[config.mk]
export PLATFORM = sky130hd
export DESIGN_NAME = pointer_motion_accelerator
export DESIGN_NICKNAME = d
export VERILOG_FILES = /design/src/rtl/core/pma_pkg.sv /design/src/rtl/core/pma_lane.sv /design/src/rtl/core/pma_merge.sv /design/src/rtl/core/pointer_motion_accelerator.sv
export SDC_FILE = /design/constraint.sdc
export NUM_CORES = 2
export LEC_CHECK = 0
export BUFFER_PORTS_ARGS = -buffer_cell sky130_fd_sc_hd__buf_4
export CORE_MARGIN = 3
export CORE_UTILIZATION = 50
export CTS_BUF_LIST = sky130_fd_sc_hd__clkbuf_4 sky130_fd_sc_hd__clkbuf_8
export CTS_CLUSTER_SIZE = 28
export DETAILED_ROUTE_END_ITERATION = 10
export PLACE_DENSITY = 0.67
export SETUP_SLACK_MARGIN = 0.02
export SYNTH_ARGS = -nofsm -noshare
export SYNTH_HDL_FRONTEND = slang
export SYNTH_HIERARCHICAL = 1
export SYNTH_SLANG_ARGS = --single-unit
[constraint.sdc]
create_clock -name clk -period 13.6 [get_ports clk]
set_clock_uncertainty 0.15 [all_clocks]
set_input_delay 2.04 -clock clk [delete_from_list [all_inputs] [get_ports clk]]
set_output_delay 2.04 -clock clk [all_outputs]
set_load 0.005 [all_outputs]
[src/rtl/core/pma_pkg.sv]
`default_nettype none

package pma_pkg;

    // Acceleration curve selector.
    typedef enum logic [1:0] {
        ACCEL_OFF  = 2'd0,
        ACCEL_LOW  = 2'd1,
        ACCEL_MED  = 2'd2,
        ACCEL_HIGH = 2'd3
    } accel_t;

    // Configuration register indexes.
    localparam int unsigned CFG_IDX_W = 3;
    localparam logic [CFG_IDX_W-1:0] CFG_SCREEN_WIDTH  = 3'd0;
    localparam logic [CFG_IDX_W-1:0] CFG_SCREEN_HEIGHT = 3'd1;
    localparam logic [CFG_IDX_W-1:0] CFG_SPEED_LEVEL   = 3'd2;
    localparam logic [CFG_IDX_W-1:0] CFG_ACCEL_LEVEL   = 3'd3;
    localparam logic [CFG_IDX_W-1:0] CFG_CLICK_WINDOW  = 3'd4;
    localparam logic [CFG_IDX_W-1:0] CFG_MOTION_LOCK   = 3'd5;
    localparam int unsigned CFG_DATA_W = 16;

    // Field widths.
    localparam int unsigned SIZE_W   = 14;
    localparam int unsigned PIX_W    = 13;
    localparam int unsigned DELTA_W  = 16;
    localparam int unsigned SET_W    = 15;
    localparam int unsigned BTN_W    = 8;
    localparam int unsigned TIME_W   = 32;
    localparam int unsigned WINDOW_W = 16;
    localparam int unsigned S_TDATA_W = 104;
    localparam int unsigned M_TDATA_W = 40;

    // Screen limits and reset values.
    localparam int unsigned MAX_SCREEN     = 8192;
    localparam int unsigned RESET_WIDTH    = 1920;
    localparam int unsigned RESET_HEIGHT   = 1080;
    localparam int unsigned RESET_SPEED    = 5;
    localparam int unsigned RESET_WINDOW   = 400;

    // Speed multipliers in hundredths, level 1 through 10.
    localparam int unsigned SPEED_LEVELS = 10;
    localparam int unsigned SPEED_IDX_W  = 4;
    localparam int unsigned SPEED_HUNDREDTHS [SPEED_LEVELS] =
        '{25, 45, 65, 85, 100, 140, 180, 250, 320, 400};

    // Per-lane stage strobes issued by the sequencer.
    typedef struct packed {
        logic load;
        logic curve;
        logic scale;
    } lane_ctl_t;

    // Control into the merge stage.
    typedef struct packed {
        logic commit;
        logic op_set;
        logic lock;
    } merge_ctl_t;

    // Per-item flags produced by the merge stage.
    typedef struct packed {
        logic [BTN_W-1:0] held_buttons;
        logic             left_pressed;
        logic             double_click;
        logic             was_ignored;
    } merge_res_t;

endpackage

`default_nettype wire

[src/rtl/core/pma_lane.sv]
`default_nettype none

// One axis: clamp and fold the delta, bend it through the curve, scale it by
// the speed multiplier, then advance and clamp the position.
module pma_lane #(
    parameter int FRAC_BITS   = 8,
    parameter int DELTA_LIMIT = 50
) (
    input  wire logic                                  clk,
    input  wire pma_pkg::lane_ctl_t                    ctl,
    input  wire logic signed [pma_pkg::DELTA_W-1:0]    delta,
    input  wire pma_pkg::accel_t                       accel,
    input  wire logic        [FRAC_BITS+2:0]           speed_q,
    input  wire logic        [pma_pkg::PIX_W+FRAC_BITS-1:0] pos,
    input  wire logic        [pma_pkg::SIZE_W-1:0]     size,
    input  wire logic signed [pma_pkg::SET_W-1:0]      set_v,
    output logic             [pma_pkg::PIX_W+FRAC_BITS-1:0] pos_moved,
    output logic             [pma_pkg::PIX_W+FRAC_BITS-1:0] pos_set
);

    localparam int A_W     = $clog2(DELTA_LIMIT + 1);
    localparam int M_W     = (A_W > 3) ? A_W : 3;
    localparam int OFF_W   = M_W + FRAC_BITS;
    localparam int K_W     = FRAC_BITS + 2;
    localparam int PROD_W  = OFF_W + K_W;
    localparam int Q_W     = OFF_W + 2;
    localparam int SPEED_W = FRAC_BITS + 3;
    localparam int P2_W    = Q_W + SPEED_W;
    localparam int MAG_W   = Q_W + 3;
    localparam int POS_W   = pma_pkg::PIX_W + FRAC_BITS;
    localparam int SUM_W   = ((POS_W > MAG_W) ? POS_W : MAG_W) + 2;
    localparam int SQ_W    = pma_pkg::SIZE_W + FRAC_BITS;
    localparam int unsigned HALF_I = 1 << (FRAC_BITS - 1);

    localparam logic [K_W-1:0] K_ONE = K_W'(1 << FRAC_BITS);
    localparam logic [K_W-1:0] K_12  = K_W'(((12 << FRAC_BITS) + 5) / 10);
    localparam logic [K_W-1:0] K_13  = K_W'(((13 << FRAC_BITS) + 5) / 10);
    localparam logic [K_W-1:0] K_14  = K_W'(((14 << FRAC_BITS) + 5) / 10);
    localparam logic [K_W-1:0] K_18  = K_W'(((18 << FRAC_BITS) + 5) / 10);
    localparam logic [K_W-1:0] K_20  = K_W'(2 << FRAC_BITS);
    localparam logic [K_W-1:0] K_30  = K_W'(3 << FRAC_BITS);

    localparam logic [OFF_W-1:0] B_ZERO     = '0;
    localparam logic [OFF_W-1:0] B_ONE_HALF = OFF_W'(3 << (FRAC_BITS - 1));
    localparam logic [OFF_W-1:0] B_TWO      = OFF_W'(2 << FRAC_BITS);
    localparam logic [OFF_W-1:0] B_THREE    = OFF_W'(3 << FRAC_BITS);
    localparam logic [OFF_W-1:0] B_FIVE     = OFF_W'(5 << FRAC_BITS);

    localparam logic signed [pma_pkg::DELTA_W-1:0] LIM_S = pma_pkg::DELTA_W'(DELTA_LIMIT);

    logic [A_W-1:0]   a_reg;
    logic             neg_reg;
    logic [Q_W-1:0]   q_reg;
    logic [MAG_W-1:0] mag_reg;

    logic [A_W-1:0]   a_next;
    logic [M_W-1:0]   a_m;
    logic [OFF_W-1:0] a_q;
    logic [OFF_W-1:0] base;
    logic [K_W-1:0]   k;
    logic [OFF_W-1:0] off;
    logic [PROD_W-1:0] prod;
    logic [PROD_W-1:0] rnd;
    logic [P2_W-1:0]  prod2;
    logic [P2_W-1:0]  rnd2;
    logic [SUM_W-1:0] pos_e;
    logic [SUM_W-1:0] mag_e;
    logic [SUM_W-1:0] p_sum;
    logic [SUM_W-1:0] size_q;
    logic [POS_W-1:0] limit_q;
    logic             under;
    logic [pma_pkg::PIX_W-1:0] set_int;

    // Clamp to the delta limit and fold to a magnitude.
    always_comb
    begin
        priority if (delta > LIM_S || delta < -LIM_S)
        begin
            a_next = A_W'(DELTA_LIMIT);
        end
        else if (delta[pma_pkg::DELTA_W-1])
        begin
            a_next = A_W'(-delta);
        end
        else
        begin
            a_next = A_W'(delta);
        end
    end

    // Every curve segment has the form base + round((a - base) * k).
    always_comb
    begin
        a_m  = M_W'(a_reg);
        a_q  = {a_m, {FRAC_BITS{1'b0}}};
        base = B_ZERO;
        k    = K_ONE;
        unique case (accel)
            pma_pkg::ACCEL_LOW:
            begin
                if (a_m > M_W'(2))
                begin
                    base = B_TWO;
                    k    = K_13;
                end
            end
            pma_pkg::ACCEL_MED:
            begin
                priority if (a_m > M_W'(3))
                begin
                    base = B_THREE;
                    k    = K_18;
                end
                else if (a_m >= M_W'(2))
                begin
                    base = B_ONE_HALF;
                    k    = K_14;
                end
            end
            pma_pkg::ACCEL_HIGH:
            begin
                priority if (a_m > M_W'(5))
                begin
                    base = B_FIVE;
                    k    = K_30;
                end
                else if (a_m > M_W'(2))
                begin
                    base = B_TWO;
                    k    = K_20;
                end
                else
                begin
                    k    = K_12;
                end
            end
            default:
            begin
                base = B_ZERO;
                k    = K_ONE;
            end
        endcase
        off  = a_q - base;
        prod = PROD_W'(off) * PROD_W'(k);
        rnd  = prod + PROD_W'(HALF_I);
    end

    assign prod2 = P2_W'(q_reg) * P2_W'(speed_q);
    assign rnd2  = prod2 + P2_W'(HALF_I);

    always_ff @(posedge clk)
    begin
        if (ctl.load)
        begin
            a_reg   <= a_next;
            neg_reg <= delta[pma_pkg::DELTA_W-1];
        end
        if (ctl.curve)
        begin
            q_reg <= Q_W'(base) + Q_W'(rnd >> FRAC_BITS);
        end
        if (ctl.scale)
        begin
            mag_reg <= MAG_W'(rnd2 >> FRAC_BITS);
        end
    end

    // Advance and clamp to [0, size - 1] in whole pixels at the top end.
    always_comb
    begin
        pos_e   = SUM_W'(pos);
        mag_e   = SUM_W'(mag_reg);
        size_q  = SUM_W'({size, {FRAC_BITS{1'b0}}});
        limit_q = {pma_pkg::PIX_W'(size - pma_pkg::SIZE_W'(1)), {FRAC_BITS{1'b0}}};
        under   = neg_reg && (mag_e > pos_e);
        p_sum   = neg_reg ? (pos_e - mag_e) : (pos_e + mag_e);
        priority if (under)
        begin
            pos_moved = '0;
        end
        else if (p_sum >= size_q)
        begin
            pos_moved = limit_q;
        end
        else
        begin
            pos_moved = POS_W'(p_sum);
        end
    end

    // Absolute position request, clamped to the screen.
    always_comb
    begin
        priority if (set_v[pma_pkg::SET_W-1])
        begin
            set_int = '0;
        end
        else if (set_v[pma_pkg::SIZE_W-1:0] >= size)
        begin
            set_int = pma_pkg::PIX_W'(size - pma_pkg::SIZE_W'(1));
        end
        else
        begin
            set_int = set_v[pma_pkg::PIX_W-1:0];
        end
        pos_set = {set_int, {FRAC_BITS{1'b0}}};
    end

    // SQ_W documents the span of the scaled size compare.
    if (SQ_W > SUM_W)
    begin : g_width_guard
        $error("pma_lane: sum width too narrow for scaled screen size");
    end

endmodule

`default_nettype wire

[src/rtl/core/pma_merge.sv]
`default_nettype none

// Joins both axes: button edge, double-click test and the press record.
module pma_merge #(
    parameter int CLICK_RADIUS = 5
) (
    input  wire logic                            clk,
    input  wire logic                            rst_n,
    input  wire pma_pkg::merge_ctl_t             ctl,
    input  wire logic [pma_pkg::BTN_W-1:0]       buttons,
    input  wire logic [pma_pkg::TIME_W-1:0]      time_ms,
    input  wire logic [pma_pkg::WINDOW_W-1:0]    window,
    input  wire logic [pma_pkg::PIX_W-1:0]       cur_x,
    input  wire logic [pma_pkg::PIX_W-1:0]       cur_y,
    output pma_pkg::merge_res_t                  res
);

    logic [pma_pkg::BTN_W-1:0]  prev_buttons_reg;
    logic [pma_pkg::TIME_W-1:0] last_time_reg;
    logic [pma_pkg::PIX_W-1:0]  last_x_reg;
    logic [pma_pkg::PIX_W-1:0]  last_y_reg;

    logic                       motion;
    logic                       pressed;
    logic [pma_pkg::TIME_W-1:0] tdiff;
    logic [pma_pkg::PIX_W-1:0]  dx;
    logic [pma_pkg::PIX_W-1:0]  dy;
    logic                       near;

    always_comb
    begin
        motion  = !ctl.op_set && !ctl.lock;
        pressed = motion && buttons[0] && !prev_buttons_reg[0];
        tdiff   = time_ms - last_time_reg;
        dx      = (cur_x >= last_x_reg) ? (cur_x - last_x_reg) : (last_x_reg - cur_x);
        dy      = (cur_y >= last_y_reg) ? (cur_y - last_y_reg) : (last_y_reg - cur_y);
        near    = (dx < pma_pkg::PIX_W'(CLICK_RADIUS)) && (dy < pma_pkg::PIX_W'(CLICK_RADIUS));

        res.held_buttons = motion ? buttons : prev_buttons_reg;
        res.left_pressed = pressed;
        res.double_click = pressed && near
                           && (tdiff < pma_pkg::TIME_W'(window));
        res.was_ignored  = !ctl.op_set && ctl.lock;
    end

    always_ff @(posedge clk or negedge rst_n)
    begin
        if (!rst_n)
        begin
            prev_buttons_reg <= '0;
            last_time_reg    <= '0;
            last_x_reg       <= '0;
            last_y_reg       <= '0;
        end
        else if (ctl.commit && motion)
        begin
            prev_buttons_reg <= buttons;
            if (pressed)
            begin
                last_time_reg <= time_ms;
                last_x_reg    <= cur_x;
                last_y_reg    <= cur_y;
            end
        end
    end

endmodule

`default_nettype wire

[src/rtl/core/pointer_motion_accelerator.sv]
// Pointer motion accelerator.
// Input beats on s_* carry one mouse report each: s_tuser is the op (0 motion,
// 1 set absolute position) and s_tdata holds the deltas, buttons, timestamp
// and requested position. Every input beat yields exactly one output beat on
// m_* with the integer cursor, the held buttons and the press, double-click
// and ignored flags. Settings are written through cfg_we/cfg_index/cfg_wdata;
// the user must write them only while the block is idle, which the block
// itself does not enforce; writes take effect at the next clock edge.
// An item goes through four steps: curve (one multiply per axis), speed scale
// (one multiply per axis), position advance and clamp, then the merge stage
// that evaluates the buttons and loads the output register. The x and y lanes
// run side by side. A new beat is taken in the same cycle the previous result
// is loaded, so the block takes no new beat before it is through with the last.
// When the receiver stalls, the finished result waits in the output register
// and the block holds its final step, taking no new beat until the register
// frees. Reset clears the handshake, loads the default settings, centers the
// cursor on a 1920 by 1080 screen and clears the button and press record.
`default_nettype none

module pointer_motion_accelerator #(
    parameter int FRAC_BITS    = 8,
    parameter int DELTA_LIMIT  = 50,
    parameter int CLICK_RADIUS = 5
) (
    input  wire logic                              clk,
    input  wire logic                              rst_n,
    input  wire logic                              cfg_we,
    input  wire logic [pma_pkg::CFG_IDX_W-1:0]     cfg_index,
    input  wire logic [pma_pkg::CFG_DATA_W-1:0]    cfg_wdata,
    input  wire logic                              s_tvalid,
    output logic                                   s_tready,
    // delta_x[15:0], delta_y[31:16], button_bits[39:32], time_ms[71:40],
    // set_x[86:72], set_y[101:87], zero fill above
    input  wire logic [pma_pkg::S_TDATA_W-1:0]     s_tdata,
    // op
    input  wire logic                              s_tuser,
    output logic                                   m_tvalid,
    input  wire logic                              m_tready,
    // cursor_x[12:0], cursor_y[25:13], held_buttons[33:26], left_pressed[34],
    // double_click[35], was_ignored[36], zero fill above
    output logic [pma_pkg::M_TDATA_W-1:0]          m_tdata
);

    localparam int POS_W   = pma_pkg::PIX_W + FRAC_BITS;
    localparam int SPEED_W = FRAC_BITS + 3;
    localparam int PCT     = 100;
    localparam int PCT_H   = PCT / 2;

    localparam logic [SPEED_W-1:0] SPEED_Q [pma_pkg::SPEED_LEVELS] = '{
        SPEED_W'(((pma_pkg::SPEED_HUNDREDTHS[0] << FRAC_BITS) + PCT_H) / PCT),
        SPEED_W'(((pma_pkg::SPEED_HUNDREDTHS[1] << FRAC_BITS) + PCT_H) / PCT),
        SPEED_W'(((pma_pkg::SPEED_HUNDREDTHS[2] << FRAC_BITS) + PCT_H) / PCT),
        SPEED_W'(((pma_pkg::SPEED_HUNDREDTHS[3] << FRAC_BITS) + PCT_H) / PCT),
        SPEED_W'(((pma_pkg::SPEED_HUNDREDTHS[4] << FRAC_BITS) + PCT_H) / PCT),
        SPEED_W'(((pma_pkg::SPEED_HUNDREDTHS[5] << FRAC_BITS) + PCT_H) / PCT),
        SPEED_W'(((pma_pkg::SPEED_HUNDREDTHS[6] << FRAC_BITS) + PCT_H) / PCT),
        SPEED_W'(((pma_pkg::SPEED_HUNDREDTHS[7] << FRAC_BITS) + PCT_H) / PCT),
        SPEED_W'(((pma_pkg::SPEED_HUNDREDTHS[8] << FRAC_BITS) + PCT_H) / PCT),
        SPEED_W'(((pma_pkg::SPEED_HUNDREDTHS[9] << FRAC_BITS) + PCT_H) / PCT)
    };

    localparam logic [POS_W-1:0] POS_RST_X =
        POS_W'(pma_pkg::RESET_WIDTH / 2) << FRAC_BITS;
    localparam logic [POS_W-1:0] POS_RST_Y =
        POS_W'(pma_pkg::RESET_HEIGHT / 2) << FRAC_BITS;

    typedef enum logic [4:0] {
        ST_IDLE  = 5'b00001,
        ST_CURVE = 5'b00010,
        ST_SCALE = 5'b00100,
        ST_MOVE  = 5'b01000,
        ST_EMIT  = 5'b10000
    } state_t;

    state_t state_reg;
    state_t state_next;

    // Settings.
    logic [pma_pkg::SIZE_W-1:0]     width_reg;
    logic [pma_pkg::SIZE_W-1:0]     height_reg;
    logic [pma_pkg::SPEED_IDX_W-1:0] speed_reg;
    pma_pkg::accel_t                accel_reg;
    logic [pma_pkg::WINDOW_W-1:0]   window_reg;
    logic                           lock_reg;

    // Item held while it is worked on.
    logic                              op_reg;
    logic [pma_pkg::BTN_W-1:0]         buttons_reg;
    logic [pma_pkg::TIME_W-1:0]        time_reg;
    logic signed [pma_pkg::SET_W-1:0]  set_x_reg;
    logic signed [pma_pkg::SET_W-1:0]  set_y_reg;

    // Position state and the candidate computed for the current item.
    logic [POS_W-1:0] pos_x_reg;
    logic [POS_W-1:0] pos_y_reg;
    logic [POS_W-1:0] new_x_reg;
    logic [POS_W-1:0] new_y_reg;

    logic                           m_tvalid_reg;
    logic [pma_pkg::M_TDATA_W-1:0]  m_tdata_reg;

    logic                           out_free;
    logic                           accept;
    logic                           commit;
    logic [pma_pkg::SIZE_W-1:0]     width_eff;
    logic [pma_pkg::SIZE_W-1:0]     height_eff;
    logic [pma_pkg::SPEED_IDX_W-1:0] speed_idx;
    logic [SPEED_W-1:0]             speed_q;
    logic [POS_W-1:0]               moved_x;
    logic [POS_W-1:0]               moved_y;
    logic [POS_W-1:0]               setp_x;
    logic [POS_W-1:0]               setp_y;
    pma_pkg::lane_ctl_t             lane_ctl;
    pma_pkg::merge_ctl_t            merge_ctl;
    pma_pkg::merge_res_t            merge_res;

    // Handshake. A new beat is taken when idle, or in the final step as the
    // finished result moves into the output register.
    assign out_free = !m_tvalid_reg || m_tready;
    assign commit   = (state_reg == ST_EMIT) && out_free;
    assign s_tready = (state_reg == ST_IDLE) || commit;
    assign accept   = s_tvalid && s_tready;
    assign m_tvalid = m_tvalid_reg;
    assign m_tdata  = m_tdata_reg;

    always_comb
    begin
        unique case (state_reg)
            ST_IDLE:  state_next = accept ? ST_CURVE : ST_IDLE;
            ST_CURVE: state_next = ST_SCALE;
            ST_SCALE: state_next = ST_MOVE;
            ST_MOVE:  state_next = ST_EMIT;
            ST_EMIT:
            begin
                priority if (!out_free)
                begin
                    state_next = ST_EMIT;
                end
                else if (accept)
                begin
                    state_next = ST_CURVE;
                end
                else
                begin
                    state_next = ST_IDLE;
                end
            end
            default:  state_next = ST_IDLE;
        endcase
    end

    always_ff @(posedge clk or negedge rst_n)
    begin
        if (!rst_n)
        begin
            state_reg <= ST_IDLE;
        end
        else
        begin
            state_reg <= state_next;
        end
    end

    // Configuration writes.
    always_ff @(posedge clk or negedge rst_n)
    begin
        if (!rst_n)
        begin
            width_reg  <= pma_pkg::SIZE_W'(pma_pkg::RESET_WIDTH);
            height_reg <= pma_pkg::SIZE_W'(pma_pkg::RESET_HEIGHT);
            speed_reg  <= pma_pkg::SPEED_IDX_W'(pma_pkg::RESET_SPEED);
            accel_reg  <= pma_pkg::ACCEL_MED;
            window_reg <= pma_pkg::WINDOW_W'(pma_pkg::RESET_WINDOW);
            lock_reg   <= 1'b0;
        end
        else if (cfg_we)
        begin
            unique case (cfg_index)
                pma_pkg::CFG_SCREEN_WIDTH:  width_reg  <= cfg_wdata[pma_pkg::SIZE_W-1:0];
                pma_pkg::CFG_SCREEN_HEIGHT: height_reg <= cfg_wdata[pma_pkg::SIZE_W-1:0];
                pma_pkg::CFG_SPEED_LEVEL:   speed_reg  <= cfg_wdata[pma_pkg::SPEED_IDX_W-1:0];
                pma_pkg::CFG_ACCEL_LEVEL:   accel_reg  <= pma_pkg::accel_t'(cfg_wdata[1:0]);
                pma_pkg::CFG_CLICK_WINDOW:  window_reg <= cfg_wdata;
                pma_pkg::CFG_MOTION_LOCK:   lock_reg   <= cfg_wdata[0];
                default:
                begin
                end
            endcase
        end
    end

    // Out-of-range sizes and speed levels saturate to the nearest legal one.
    always_comb
    begin
        priority if (width_reg == '0)
        begin
            width_eff = pma_pkg::SIZE_W'(1);
        end
        else if (width_reg > pma_pkg::SIZE_W'(pma_pkg::MAX_SCREEN))
        begin
            width_eff = pma_pkg::SIZE_W'(pma_pkg::MAX_SCREEN);
        end
        else
        begin
            width_eff = width_reg;
        end

        priority if (height_reg == '0)
        begin
            height_eff = pma_pkg::SIZE_W'(1);
        end
        else if (height_reg > pma_pkg::SIZE_W'(pma_pkg::MAX_SCREEN))
        begin
            height_eff = pma_pkg::SIZE_W'(pma_pkg::MAX_SCREEN);
        end
        else
        begin
            height_eff = height_reg;
        end

        priority if (speed_reg == '0)
        begin
            speed_idx = '0;
        end
        else if (speed_reg > pma_pkg::SPEED_IDX_W'(pma_pkg::SPEED_LEVELS))
        begin
            speed_idx = pma_pkg::SPEED_IDX_W'(pma_pkg::SPEED_LEVELS - 1);
        end
        else
        begin
            speed_idx = speed_reg - pma_pkg::SPEED_IDX_W'(1);
        end
        speed_q = SPEED_Q[speed_idx];
    end

    // Capture the item fields that the later steps need.
    always_ff @(posedge clk)
    begin
        if (accept)
        begin
            op_reg      <= s_tuser;
            buttons_reg <= s_tdata[39:32];
            time_reg    <= s_tdata[71:40];
            set_x_reg   <= s_tdata[86:72];
            set_y_reg   <= s_tdata[101:87];
        end
    end

    always_comb
    begin
        lane_ctl.load  = accept;
        lane_ctl.curve = (state_reg == ST_CURVE);
        lane_ctl.scale = (state_reg == ST_SCALE);
    end

    pma_lane #(
        .FRAC_BITS   (FRAC_BITS),
        .DELTA_LIMIT (DELTA_LIMIT)
    ) u_lane_x (
        .clk       (clk),
        .ctl       (lane_ctl),
        .delta     (s_tdata[15:0]),
        .accel     (accel_reg),
        .speed_q   (speed_q),
        .pos       (pos_x_reg),
        .size      (width_eff),
        .set_v     (set_x_reg),
        .pos_moved (moved_x),
        .pos_set   (setp_x)
    );

    pma_lane #(
        .FRAC_BITS   (FRAC_BITS),
        .DELTA_LIMIT (DELTA_LIMIT)
    ) u_lane_y (
        .clk       (clk),
        .ctl       (lane_ctl),
        .delta     (s_tdata[31:16]),
        .accel     (accel_reg),
        .speed_q   (speed_q),
        .pos       (pos_y_reg),
        .size      (height_eff),
        .set_v     (set_y_reg),
        .pos_moved (moved_y),
        .pos_set   (setp_y)
    );

    // Pick the new position: a set request wins over the lock, a locked
    // motion report keeps the stored position.
    always_ff @(posedge clk)
    begin
        if (state_reg == ST_MOVE)
        begin
            priority if (op_reg)
            begin
                new_x_reg <= setp_x;
                new_y_reg <= setp_y;
            end
            else if (lock_reg)
            begin
                new_x_reg <= pos_x_reg;
                new_y_reg <= pos_y_reg;
            end
            else
            begin
                new_x_reg <= moved_x;
                new_y_reg <= moved_y;
            end
        end
    end

    always_comb
    begin
        merge_ctl.commit = commit;
        merge_ctl.op_set = op_reg;
        merge_ctl.lock   = lock_reg;
    end

    pma_merge #(
        .CLICK_RADIUS (CLICK_RADIUS)
    ) u_merge (
        .clk     (clk),
        .rst_n   (rst_n),
        .ctl     (merge_ctl),
        .buttons (buttons_reg),
        .time_ms (time_reg),
        .window  (window_reg),
        .cur_x   (new_x_reg[POS_W-1:FRAC_BITS]),
        .cur_y   (new_y_reg[POS_W-1:FRAC_BITS]),
        .res     (merge_res)
    );

    // Position state is written as the result leaves.
    always_ff @(posedge clk or negedge rst_n)
    begin
        if (!rst_n)
        begin
            pos_x_reg <= POS_RST_X;
            pos_y_reg <= POS_RST_Y;
        end
        else if (commit)
        begin
            pos_x_reg <= new_x_reg;
            pos_y_reg <= new_y_reg;
        end
    end

    // Output register.
    always_ff @(posedge clk or negedge rst_n)
    begin
        if (!rst_n)
        begin
            m_tvalid_reg <= 1'b0;
        end
        else if (commit)
        begin
            m_tvalid_reg <= 1'b1;
        end
        else if (m_tready)
        begin
            m_tvalid_reg <= 1'b0;
        end
    end

    always_ff @(posedge clk)
    begin
        if (commit)
        begin
            m_tdata_reg <= {3'b000,
                            merge_res.was_ignored,
                            merge_res.double_click,
                            merge_res.left_pressed,
                            merge_res.held_buttons,
                            new_y_reg[POS_W-1:FRAC_BITS],
                            new_x_reg[POS_W-1:FRAC_BITS]};
        end
    end

endmodule

`default_nettype wire

==> key figures <==
Floorplanning
  • IO Count: 171
  • Die area: 92720 um2
  • Rows: 108
  • Initial Util: 50.88%
  • Die Span Y: 304.5 um
  • Die X: 304.5 um
  • Area of the core: 87560 um2

Timing
  • Crit share post-route: 66.97%
  • Final Max Slew Viols: 0
  • Max_slew headroom: 21.90%
  • Worst slew pin tran: 1.159 ns
  • Fmax: 0.1098 GHz
  • Worst hold slack: 0.3221 ns
  • Setup TNS: 0 ns
  • Final setup violation count: 0
  • Tmin final: 9.109 ns
  • RSZ-0062 raised after global routing: no
  • Fin. Hold Viols: 0

Logic synthesis
  • Cells after Synth: 4709
  • Synth Flop Type: edfxtp_1
  • Post-synthesis register bit count: 399
  • Ys async rst share: 41.35%
  • Top-area cell type share of the netlist area: 15.77%
  • Cell with the most instances after synthesis: inv_1
  • Seq/Total Area, Yosys: 25.10%
  • Synth Cell Area: 44550 um2
  • EDFF count, synth: 234
  • Synth area leaders: edfxtp_1, fa_1, ha_1
  • Syn Area/Cell: 9.461 um2
  • Synth area leader: edfxtp_1
  • Syn. warnings: 6
  • Post-synth top cells: inv_1, ha_1, nand2_1
  • Cell variety after synth: 127

Placement
  • Hpwl dp: 88050 um
  • Number of port buffers: 165
  • Placement Cell Area: 46690 um2
  • Gpl congestion: 0.9426

Critical path
  • Crit Path Category: register to register
  • Crit. End Element: register
  • R2r worst-path depth: 30
  • Req. time, crit path: 13.90 ns
  • Startpoint types: register
  • Slowest-stage cell, CP: xor2_1
  • CP max stage delay: 0.62 ns
  • Worst path arrival time: 9.41 ns
  • Worst Path Max Fanout: 9

Route
  • Final ANT Viol Nets: 0
  • Routed wl met2: 51430 um
  • DR vias/cell: 5.625
  • DR pass1 iterations: 5
  • Met3 WL post-DR: 6369 um
  • DR iter-0 viols: 2524
  • Top routing layer used: met4
  • Vias: 33909
  • Routed WL: 112700 um
  • Met1 WL: 51290 um
  • Avg WL per Cell: 18.69 um
  • DRC viols: 0

Run
  • # Max-Cap Violations: 0

Clock tree
  • Hold_buf cts: 0
  • H-tree depth: 3
  • CTS root buf: clkbuf_8
  • TritonCTS clock tree: built
  • Post-CTS sizing: 0
  • Clock sink total: 399
  • Worst-skew pair later-pin latency: 0.70 ns
  • CTS clk-pin slew, worst paths: 0.06 ns
  • Num CTS Buffers: 74
  • Post-CTS Setup Inserts: 0
  • Max clock buf depth: 3

Global route
  • Initial antenna violation count: 6
  • Largest net degree at the start of global routing: 88
  • Final global-route overflow total: 0
  • Global-route usage over all layers: 24.14%
  • First-pass GRT wire length: 181800 um
  • Vias in the first global route: 33647

Layout
  • Post-route cell area: 48320 um2
  • Largest register FFs: 37
  • Filler instances: 7919
  • Area growth syn-to-layout: 8.456%
  • Core Util, Final: 55.18%
  • Nets: 5796
  • Ratio of cells with drive above 1 in the final layout: 12.19%

Worst hold path
  • Hold crit path type: register to register
  • Hold path cells: 1

Status
  • Status: finished clean
-- stage by stage --
step | instances | setup slack [ns]
after CTS | 6027 | 4.452
final | 6028 | 4.491
after global routing | 6028 | 3.806
after detailed placement | 5889 | 4.491
after floorplan | 4733 | 5.556
after global placement | 5889 | 4.559
-- cells by family after synthesis --
| kind of cell | share of synthesized area, % |
|---|---|
| adders and majority gates | 29.86 |
| DFF | 25.10 |
| muxes | 4.839 |
| other | 0.04213 |
| and+or+nand+nor | 15.72 |
| xor gates and xnor gates | 3.558 |
| buffers and inverters | 7.608 |
| AOI/OAI and AO/OA | 13.27 |
-- per-layer routing --
| metal | global-route usage (%) | up-vias |
|---|---|---|
| met3 | 3.271 | 170 |
| met1 | 33.90 | 16548 |
| met2 | 38.70 | 907 |
| met4 | 7.801 | 0 |
| met5 | 0 | - |
| li1 | - | 16284 |
-- placed cells by master (no fill, tap or decap), drive strengths merged, types with 26 or more instances in the layout --
cell / count
o21a: 37
nor2b: 68
nand2: 372
fa: 341
a21oi: 226
conb: 29
nor2: 279
inv: 651
dfrtp: 142
nand4: 48
edfxtp: 234
o211ai: 32
a21o: 67
nor3: 120
nand2b: 39
mux2i: 59
a31oi: 30
mux2: 139
nor4: 26
a211oi: 45
nand3: 61
clkbuf: 109
o21ai: 215
buf: 190
and2: 228
xor2: 53
ha: 516
xnor2: 128
-- worst paths after layout --
check,endpoint,slack [ns],start
setup / recovery,u_lane_y/q_reg[15]$_DFFE_PP_,4.49,u_lane_y/a_m[3]$_SDFFCE_PP0P_
hold reg to reg,pos_y_reg[4]$_DFFE_PN0P_,0.32,new_y_reg[4]$_DFFE_PP_
max in group asynchronous,lock_reg$_DFFE_PN0P_,10.16,rst_n
setup reg to reg,u_lane_y/q_reg[15]$_DFFE_PP_,4.49,u_lane_y/a_m[3]$_SDFFCE_PP0P_
min in group asynchronous,m_tvalid$_DFFE_PN0P_,1.22,rst_n
hold / removal,pos_y_reg[4]$_DFFE_PN0P_,0.32,new_y_reg[4]$_DFFE_PP_
-- worst max-delay path, delay by kind of cell, from the launching register on --
| family | cells | cell delay, ns |
|---|---|---|
| fa+ha+maj | 8 | 3.15 |
| compound gates | 9 | 2.21 |
| simple gates | 7 | 1.81 |
| xor+xnor | 3 | 0.89 |
| flops | 1 | 0.46 |
| buf+inv | 3 | 0.19 |
-- area by class of cell --
type	instances	area, um2	area share [%]
multi-input cells	3496	30190	62.48
flip-flops and latches	399	11190	23.15
inverters	648	2432	5.034
well taps	1155	1445	2.991
repair buffers	191	1440	2.980
clock buffers	108	1318	2.727
clock inverters	30	305.3	0.6318
diodes	1	2.502	0.005179
Power is not shown: default switching activity piles up to over one toggle a cycle in this logic, so the estimate is an artifact.
